File: src/hw/rtl/svpwm_pkg.sv
package svpwm_pkg;

    localparam int FRAC_BITS    = 16;
    localparam int TICKS_PER_US = 100;

    localparam int VOLT_W = 32;
    localparam int FSV_W  = 31;
    localparam int PER_W  = 16;
    localparam int CNT_W  = 23;
    localparam int CFG_W  = 31;
    localparam int IDX_W  = 1;

    localparam int TB_W   = $clog2(TICKS_PER_US + 1);
    localparam int TICK_W = (PER_W + TB_W > CNT_W) ? PER_W + TB_W : CNT_W + 1;
    localparam int STEP_W = $clog2(FRAC_BITS);

    localparam logic [CNT_W-1:0]  COUNT_MAX = '1;
    localparam logic [TICK_W-1:0] DUTY_OFS  = TICK_W'(3);
    localparam logic [TICK_W-1:0] PER_OFS   = TICK_W'(2);

    localparam logic [FSV_W-1:0] FSV_RESET = FSV_W'(786432);
    localparam logic [PER_W-1:0] PER_RESET = PER_W'(1000);

    localparam logic [IDX_W-1:0] REG_FULL_SCALE = 1'b0;
    localparam logic [IDX_W-1:0] REG_PERIOD     = 1'b1;

    localparam logic REQ_VOLTAGE = 1'b0;

    // bit0 = bridge_a, bit1 = bridge_b
    localparam logic [1:0] PIN_OFF = 2'b00;
    localparam logic [1:0] PIN_POS = 2'b01;
    localparam logic [1:0] PIN_NEG = 2'b10;

    typedef enum logic [1:0] {
        T_IDLE,
        T_CALC,
        T_PUSH
    } top_state_t;

    typedef enum logic [2:0] {
        D_IDLE,
        D_CHECK,
        D_DIV,
        D_MUL,
        D_SCALE
    } duty_state_t;

    typedef struct packed {
        logic              start;
        logic [VOLT_W-1:0] mag;
    } duty_req_t;

    typedef struct packed {
        logic             done;
        logic [CNT_W-1:0] count;
    } duty_rsp_t;

    function automatic logic [CNT_W-1:0] to_count(input logic [PER_W-1:0] units,
                                                  input logic [TICK_W-1:0] minus);
        logic [TICK_W-1:0] t;
        logic [TICK_W-1:0] d;
        t = TICK_W'(units) * TICK_W'(TICKS_PER_US);
        d = t - minus;
        if (units == '0 || t <= minus) begin
            return '0;
        end else if (d > TICK_W'(COUNT_MAX)) begin
            return COUNT_MAX;
        end else begin
            return CNT_W'(d);
        end
    endfunction

endpackage

File: src/hw/rtl/signed_voltage_to_pwm_hbridge_drive.sv
// H-bridge PWM drive. Each input transaction either sets the signed fixed-point
// voltage command (tuser = 0) or starts/stops the drive (tuser = 1); every
// transaction returns exactly one result with the timer duty and period counts,
// the two bridge pins, timer enable, a direction-flip flag and the run state.
// Stop and voltage updates while stopped bypass the duty unit. A duty recompute
// returns a zero duty for a zero voltage and a duty of the whole period when |v|
// reaches full scale; otherwise the restoring divider forms |v| / full_scale one
// quotient bit per cycle, followed by one 16x16 multiply by the period. A stalled
// output delays the loading of the next result. The block takes a new
// transaction while a finished result still waits at the output register.
// Configuration writes are ignored while the drive runs.
module signed_voltage_to_pwm_hbridge_drive (
    input  logic                        aclk,
    input  logic                        aresetn,
    input  logic                        s_tvalid,
    output logic                        s_tready,
    input  logic [39:0]                 s_tdata,   // voltage_cmd[31:0], run_request[32]
    input  logic                        s_tuser,   // req_type
    output logic                        m_tvalid,
    input  logic                        m_tready,
    // duty_count[22:0], period_count[45:23], bridge_a[46], bridge_b[47],
    // timer_on[48], direction_flip[49], running_now[50]
    output logic [55:0]                 m_tdata,
    input  logic                        cfg_wr_en,
    input  logic [svpwm_pkg::IDX_W-1:0] cfg_index,
    input  logic [svpwm_pkg::CFG_W-1:0] cfg_data
);
    import svpwm_pkg::*;

    top_state_t        state_reg, state_next;
    logic [VOLT_W-1:0] volt_reg, volt_next;
    logic              run_reg, run_next;
    logic [1:0]        pin_reg, pin_next;
    logic [CNT_W-1:0]  drv_duty_reg, drv_duty_next;
    logic [CNT_W-1:0]  drv_period_reg, drv_period_next;
    logic              timer_reg, timer_next;
    logic              flip_reg, flip_next;
    logic [FSV_W-1:0]  fsv_reg, fsv_next;
    logic [PER_W-1:0]  per_reg, per_next;
    logic              m_valid_reg, m_valid_next;
    logic [55:0]       m_data_reg, m_data_next;

    logic              accept;
    logic              load_out;
    logic              needs_duty;
    logic [VOLT_W-1:0] vcmd;
    logic [VOLT_W-1:0] mag_src;
    duty_req_t         dreq;
    duty_rsp_t         drsp;

    assign vcmd    = s_tdata[VOLT_W-1:0];
    assign accept  = s_tvalid && s_tready;
    assign mag_src = (s_tuser == REQ_VOLTAGE) ? vcmd : volt_reg;
    assign needs_duty = (s_tuser == REQ_VOLTAGE) ? run_reg : s_tdata[32];

    svpwm_duty u_duty (
        .aclk       (aclk),
        .aresetn    (aresetn),
        .req        (dreq),
        .full_scale (fsv_reg),
        .period     (per_reg),
        .rsp        (drsp)
    );

    always_comb begin
        state_next = state_reg;
        case (state_reg)
            T_IDLE: begin
                if (accept) state_next = needs_duty ? T_CALC : T_PUSH;
            end
            T_CALC: begin
                if (drsp.done) state_next = T_PUSH;
            end
            T_PUSH: begin
                if (!m_valid_reg || m_tready) state_next = T_IDLE;
            end
            default: state_next = T_IDLE;
        endcase
    end

    always_comb begin
        s_tready   = (state_reg == T_IDLE);
        load_out   = (state_reg == T_PUSH) && (!m_valid_reg || m_tready);
        dreq.start = accept && needs_duty;
        dreq.mag   = mag_src[VOLT_W-1] ? (~mag_src + 1'b1) : mag_src;
    end

    always_comb begin
        volt_next       = volt_reg;
        run_next        = run_reg;
        pin_next        = pin_reg;
        drv_duty_next   = drv_duty_reg;
        drv_period_next = drv_period_reg;
        timer_next      = timer_reg;
        flip_next       = flip_reg;
        fsv_next        = fsv_reg;
        per_next        = per_reg;

        if (accept) begin
            flip_next = 1'b0;
            if (s_tuser == REQ_VOLTAGE) begin
                volt_next = vcmd;
                if (run_reg && (vcmd[VOLT_W-1] != volt_reg[VOLT_W-1])) begin
                    flip_next = 1'b1;
                    pin_next  = vcmd[VOLT_W-1] ? PIN_NEG : PIN_POS;
                end
            end else if (s_tdata[32]) begin
                run_next        = 1'b1;
                pin_next        = volt_reg[VOLT_W-1] ? PIN_NEG : PIN_POS;
                drv_period_next = to_count(per_reg, PER_OFS);
                timer_next      = 1'b1;
            end else begin
                run_next        = 1'b0;
                pin_next        = PIN_OFF;
                drv_duty_next   = '0;
                drv_period_next = '0;
                timer_next      = 1'b0;
            end
        end

        if (state_reg == T_CALC && drsp.done) drv_duty_next = drsp.count;

        if (cfg_wr_en && !run_reg) begin
            case (cfg_index)
                REG_FULL_SCALE: fsv_next = cfg_data[FSV_W-1:0];
                REG_PERIOD:     per_next = cfg_data[PER_W-1:0];
                default: ;
            endcase
        end
    end

    always_comb begin
        m_valid_next = m_valid_reg;
        m_data_next  = m_data_reg;
        if (load_out) begin
            m_valid_next = 1'b1;
            m_data_next  = {5'b0, run_reg, flip_reg, timer_reg, pin_reg[1], pin_reg[0],
                            drv_period_reg, drv_duty_reg};
        end else if (m_tready) begin
            m_valid_next = 1'b0;
        end
    end

    assign m_tvalid = m_valid_reg;
    assign m_tdata  = m_data_reg;

    always_ff @(posedge aclk) begin
        if (!aresetn) begin
            state_reg      <= T_IDLE;
            volt_reg       <= '0;
            run_reg        <= 1'b0;
            pin_reg        <= PIN_OFF;
            drv_duty_reg   <= '0;
            drv_period_reg <= '0;
            timer_reg      <= 1'b0;
            flip_reg       <= 1'b0;
            fsv_reg        <= FSV_RESET;
            per_reg        <= PER_RESET;
            m_valid_reg    <= 1'b0;
        end else begin
            state_reg      <= state_next;
            volt_reg       <= volt_next;
            run_reg        <= run_next;
            pin_reg        <= pin_next;
            drv_duty_reg   <= drv_duty_next;
            drv_period_reg <= drv_period_next;
            timer_reg      <= timer_next;
            flip_reg       <= flip_next;
            fsv_reg        <= fsv_next;
            per_reg        <= per_next;
            m_valid_reg    <= m_valid_next;
        end
        m_data_reg <= m_data_next;
    end

endmodule

File: src/hw/rtl/svpwm_duty.sv
module svpwm_duty (
    input  logic                        aclk,
    input  logic                        aresetn,
    input  svpwm_pkg::duty_req_t        req,
    input  logic [svpwm_pkg::FSV_W-1:0] full_scale,
    input  logic [svpwm_pkg::PER_W-1:0] period,
    output svpwm_pkg::duty_rsp_t        rsp
);
    import svpwm_pkg::*;

    duty_state_t                 state_reg, state_next;
    logic [VOLT_W-1:0]           rem_reg, rem_next;
    logic [FRAC_BITS-1:0]        quo_reg, quo_next;
    logic [STEP_W-1:0]           step_reg, step_next;
    logic [PER_W-1:0]            dus_reg, dus_next;
    logic [FRAC_BITS+PER_W-1:0]  prod;

    // shared subtract/compare
    logic [VOLT_W-1:0] opnd;
    logic [VOLT_W:0]   diff;
    logic              ge;

    assign opnd = (state_reg == D_DIV) ? {rem_reg[VOLT_W-2:0], 1'b0} : rem_reg;
    assign diff = {1'b0, opnd} - {2'b00, full_scale};
    assign ge   = !diff[VOLT_W];
    assign prod = (FRAC_BITS+PER_W)'(quo_reg) * (FRAC_BITS+PER_W)'(period);

    always_comb begin
        state_next = state_reg;
        case (state_reg)
            D_IDLE: begin
                if (req.start) state_next = D_CHECK;
            end
            D_CHECK: begin
                if (rem_reg == '0) state_next = D_IDLE;
                else if (ge)       state_next = D_SCALE;
                else               state_next = D_DIV;
            end
            D_DIV: begin
                if (step_reg == STEP_W'(FRAC_BITS - 1)) state_next = D_MUL;
            end
            D_MUL:   state_next = D_SCALE;
            D_SCALE: state_next = D_IDLE;
            default: state_next = D_IDLE;
        endcase
    end

    always_comb begin
        rem_next  = rem_reg;
        quo_next  = quo_reg;
        step_next = step_reg;
        dus_next  = dus_reg;
        case (state_reg)
            D_IDLE: begin
                if (req.start) begin
                    rem_next  = req.mag;
                    step_next = '0;
                end
            end
            D_CHECK: begin
                dus_next = period;
            end
            D_DIV: begin
                rem_next  = ge ? diff[VOLT_W-1:0] : opnd;
                quo_next  = {quo_reg[FRAC_BITS-2:0], ge};
                step_next = step_reg + 1'b1;
            end
            D_MUL: begin
                dus_next = prod[FRAC_BITS+PER_W-1:FRAC_BITS];
            end
            default: ;
        endcase
    end

    always_comb begin
        rsp.done  = (state_reg == D_SCALE) || (state_reg == D_CHECK && rem_reg == '0);
        rsp.count = (state_reg == D_SCALE) ? to_count(dus_reg, DUTY_OFS) : '0;
    end

    always_ff @(posedge aclk) begin
        if (!aresetn) begin
            state_reg <= D_IDLE;
        end else begin
            state_reg <= state_next;
        end
        rem_reg  <= rem_next;
        quo_reg  <= quo_next;
        step_reg <= step_next;
        dus_reg  <= dus_next;
    end

endmodule

File: config.mk
export PLATFORM = sky130hd
export DESIGN_NAME = signed_voltage_to_pwm_hbridge_drive
export DESIGN_NICKNAME = d
export VERILOG_FILES = /design/src/hw/rtl/svpwm_pkg.sv /design/src/hw/rtl/signed_voltage_to_pwm_hbridge_drive.sv /design/src/hw/rtl/svpwm_duty.sv
export SDC_FILE = /design/constraint.sdc
export NUM_CORES = 1
export LEC_CHECK = 0
export BUFFER_PORTS_ARGS = -buffer_cell sky130_fd_sc_hd__buf_2
export CORE_ASPECT_RATIO = 0.8
export CORE_MARGIN = 4
export CORE_UTILIZATION = 50
export CTS_CLUSTER_DIAMETER = 80
export DETAILED_ROUTE_END_ITERATION = 12
export MAX_ROUTING_LAYER = met4
export PLACE_DENSITY_LB_ADDON = 0.2
export SLEW_MARGIN = 20
export SYNTH_ARGS = -nofsm -noshare
export SYNTH_HDL_FRONTEND = slang
export SYNTH_SLANG_ARGS = --single-unit
File: constraint.sdc
create_clock -name aclk -period 8.3 [get_ports aclk]
set_input_delay 0.83 -clock aclk [delete_from_list [all_inputs] [get_ports aclk]]
set_output_delay 0.83 -clock aclk [all_outputs]
set_load 0.01 [all_outputs]
==> results.ini <==
[status]
status = completed

[power_and_ir_drop]
power.share.clock = 0.253
power_switching_share = 0.3912
cell_internal_power_uw = 3129
share_seq_of_total_power = 0.279
vdd.ir_drop.worst_v = 0.0002128
p_leak_uw = 0.01262
share_comb_of_total_power = 0.469
cellPowerDensity_nw_per_um2 = 185.5
net-switching-power_uw = 2010

[synth]
synth_seq_cells = 253
asyncSetResetFlopFracSynth = 0
syn_avg_cell_area_um2 = 8.804
syn_area_um2 = 25580
synth-main-ff-cell = sky130_fd_sc_hd__dfxtp_1
seq_area_frac_synth = 0.2442
synth_edf_count = 118
ys_types = 91
total_number_of_yosys_warnings = 0
synthCells = 2905

[sta]
drv_slew = 0
finalCritPeriodShare = 0.8602
fin_worst_skew_ns = 0.01744
fmax_mhz = 140.1
timing.final.hold_violations = 0
hold_ws_ns = 0.4299
rsz0062_at_grt = no
timing_worst_slew_pin_value_ns = 1.126
slew-limit-headroom = 0.2482
final-setup-viol-count = 0
setup_tns_ns = 0
worst_slack_ns = 1.161
layout_min_cycle_time_ns = 7.139

[clock_tree]
cts_hold_buffers = 0
clk_latency_ns = 0.59
post_cts_resize_count = 0
number_of_buffers_inserted_during_clock_tree_synthesis = 28
clock_tree.htree_level_count = 1
clockRootBuffer = sky130_fd_sc_hd__clkbuf_16
cts.sink_count = 253
cts.clk_slew.worst_paths_ns = 0.06
cts-root-to-sink-buffers = 3
cts_post_setup_buffers_inserted = 0
tritoncts = built

[worst_setup_path]
capturing_element_type_of_the_critical_path = flop
critPathMaxStageDelay_ns = 0.92
data_arrival_time_at_the_worst_slack_endpoint_ns = 7.44
cp_cell_sequence = nand2_1, fa_1, fa_1, fa_1, inv_1, fa_1, fa_1, inv_1, fa_1, inv_1, ha_1, a21o_1, a31oi_1, a41oi_1, o2bb2ai_1, o221ai_1, nand2b_1, a21oi_1, xor2_1, o21ai_0
crit_path_frequent_cell = sky130_fd_sc_hd__fa_1
cp.depth = 20
timing_worst_setup_path_type = reg -> reg
cpLargestDelayFamily = adder cells
r2r.worst_path.cells = 20
r2r_slack_ns = 1.16
timing.critical_path.buf_inv = 3
crit_path_max_fanout = 20
worstReg2RegStart = per_reg[1]$_SDFFE_PN0P_
cpMaxStageDelayCell = sky130_fd_sc_hd__dfxtp_1
critical_path.startpoint = per_reg[1]$_SDFFE_PN0P_
required_ns = 8.60
cp-start-kind = flop

[finish]
largest_register_ff_count = 50
final_cell_mix = sky130_fd_sc_hd__nand2_1, sky130_fd_sc_hd__inv_1, sky130_fd_sc_hd__ha_1, sky130_fd_sc_hd__fa_1, sky130_fd_sc_hd__dfxtp_1
finalNetCount = 3514
final_core_utilization = 0.5525
flow.area_growth_from_synthesis_pct = 8.331
layout.cell_area.non_filler_um2 = 27710
fraction_of_final_layout_cells_sized_beyond_drive_strength_1 = 0.09420
layout_commonest_cell = sky130_fd_sc_hd__nand2_1
fillerInstances = 4592

[route]
route.final.wire_length_um = 66910
drc_errors = 0
post_route_antenna_net_violation_count = 0
drt_iter0_drc = 1661
vias_per_cell = 5.531
route.vias.total = 20240
dr.pass1.iters = 5
drt-wirelength-per-cell_um = 18.29

[placement]
dpl_cell_area_um2 = 26720
detailedPlace.worstSlack_ns = 1.338
detailedPlacementHpwl_um = 52360
placement.io_buffers = 123
final_weighted_congestion_of_routability_driven_global_placement = 0.9269

[floorplan]
dieHeight_um = 210.3
core-area_um2 = 50140
row_count = 73
initial_utilization = 0.5100
number_of_primary_i_o_pins = 136
die_area_um2 = 54860
dieWidth_um = 260.9

[grt]
grt_max_degree = 103
grt.total_usage = 0.2484
antenna_found_initial = 1
grt_overflow = 0
grt_pass1_wl_um = 106800
first_global_vias = 19720

[min_path]
hold_path.class = reg -> reg
holdPathStages = 0
hp-start = drv_period_reg[11]$_SDFFE_PN0P_

[run]
maxCapViolCount = 0

-- power by group through the flow --
stage               registers (uW)  clock network, uW  logic, uW
global route                  1440               1380       2750
detailed placement            1460                  0       2380
global placement              1450                  0       2330
CTS                           1430               1330       2400
floorplan                     1440                  0       1800
finish                        1430               1300       2410
-- synth_stat cells, types with 14 or more instances --
cell / number / area share
sky130_fd_sc_hd__a21boi_0: 84 / 0.025
sky130_fd_sc_hd__a21o_1: 36 / 0.011
sky130_fd_sc_hd__a21oi_1: 88 / 0.017
sky130_fd_sc_hd__a31oi_1: 25 / 0.0061
sky130_fd_sc_hd__and2_1: 134 / 0.033
sky130_fd_sc_hd__and3_1: 18 / 0.0044
sky130_fd_sc_hd__clkbuf_1: 106 / 0.016
sky130_fd_sc_hd__dfxtp_1: 135 / 0.11
sky130_fd_sc_hd__edfxtp_1: 118 / 0.14
sky130_fd_sc_hd__fa_1: 216 / 0.17
sky130_fd_sc_hd__ha_1: 259 / 0.13
sky130_fd_sc_hd__inv_1: 398 / 0.058
sky130_fd_sc_hd__mux2i_1: 43 / 0.017
sky130_fd_sc_hd__nand2_1: 506 / 0.074
sky130_fd_sc_hd__nand2b_1: 18 / 0.0044
sky130_fd_sc_hd__nand3_1: 37 / 0.0072
sky130_fd_sc_hd__nand4_1: 19 / 0.0046
sky130_fd_sc_hd__nor2_1: 87 / 0.013
sky130_fd_sc_hd__nor2b_1: 37 / 0.0091
sky130_fd_sc_hd__nor3_1: 43 / 0.0084
sky130_fd_sc_hd__nor3b_1: 14 / 0.0041
sky130_fd_sc_hd__nor4_1: 16 / 0.0039
sky130_fd_sc_hd__o211ai_1: 19 / 0.0056
sky130_fd_sc_hd__o21a_1: 15 / 0.0044
sky130_fd_sc_hd__o21ai_0: 87 / 0.017
sky130_fd_sc_hd__or3_1: 14 / 0.0034
sky130_fd_sc_hd__xnor2_1: 65 / 0.022
sky130_fd_sc_hd__xor2_1: 53 / 0.018
-- layer usage --
| layer | GRT usage | vias up | wire, um |
|---|---|---|---|
| met5 | - | - | 0 |
| met4 | 0.04718 | 0 | 1289 |
| met3 | 0.06967 | 72 | 6450 |
| met2 | 0.3390 | 643 | 26800 |
| met1 | 0.3700 | 9807 | 32370 |
| li1 | - | 9717 | - |
-- layout make-up --
cell class,count,area (um2),share of cell area
well taps,675,844.6,0.03048
inverters,400,1501,0.05419
diodes,1,2.502,0.00009032
clock inverters,12,160.2,0.005780
repair buffers,156,865.8,0.03125
flip-flops and latches,253,6246,0.2254
multi-input cells,2122,17270,0.6233
clock buffers,40,817.0,0.02949
-- metrics by stage --
step,std cells,total power (uW)
6_report,3659,5139
4_1_cts,3658,5162
3_5_place_dp,3606,3837
2_1_floorplan,2909,3233
3_3_place_gp,3606,3785
5_1_grt,3659,5559
-- worst paths after layout --
path | endpoint
worst min-delay path | m_tdata[34]$_DFFE_PP_
worst max register to register | u_duty.dus_reg[12]$_DFFE_PP_
worst max-delay path | u_duty.dus_reg[12]$_DFFE_PP_
worst min register to register | m_tdata[34]$_DFFE_PP_
-- cell families (layout without fill, tap and decap cells) --
family | Yosys count | count (layout) | synth area share
AOI/OAI and AO/OA | 498 | 498 | 0.1365
xor gates and xnor gates | 118 | 118 | 0.04041
adders and majority gates | 475 | 475 | 0.2958
buffers and inverters | 534 | 608 | 0.08277
DFF | 253 | 253 | 0.2442
muxes | 45 | 45 | 0.01771
other | 1 | 6 | 0.0001466
and+or+nand+nor | 981 | 981 | 0.1825
No activity file was read; power rests on OpenSTA's default activity.
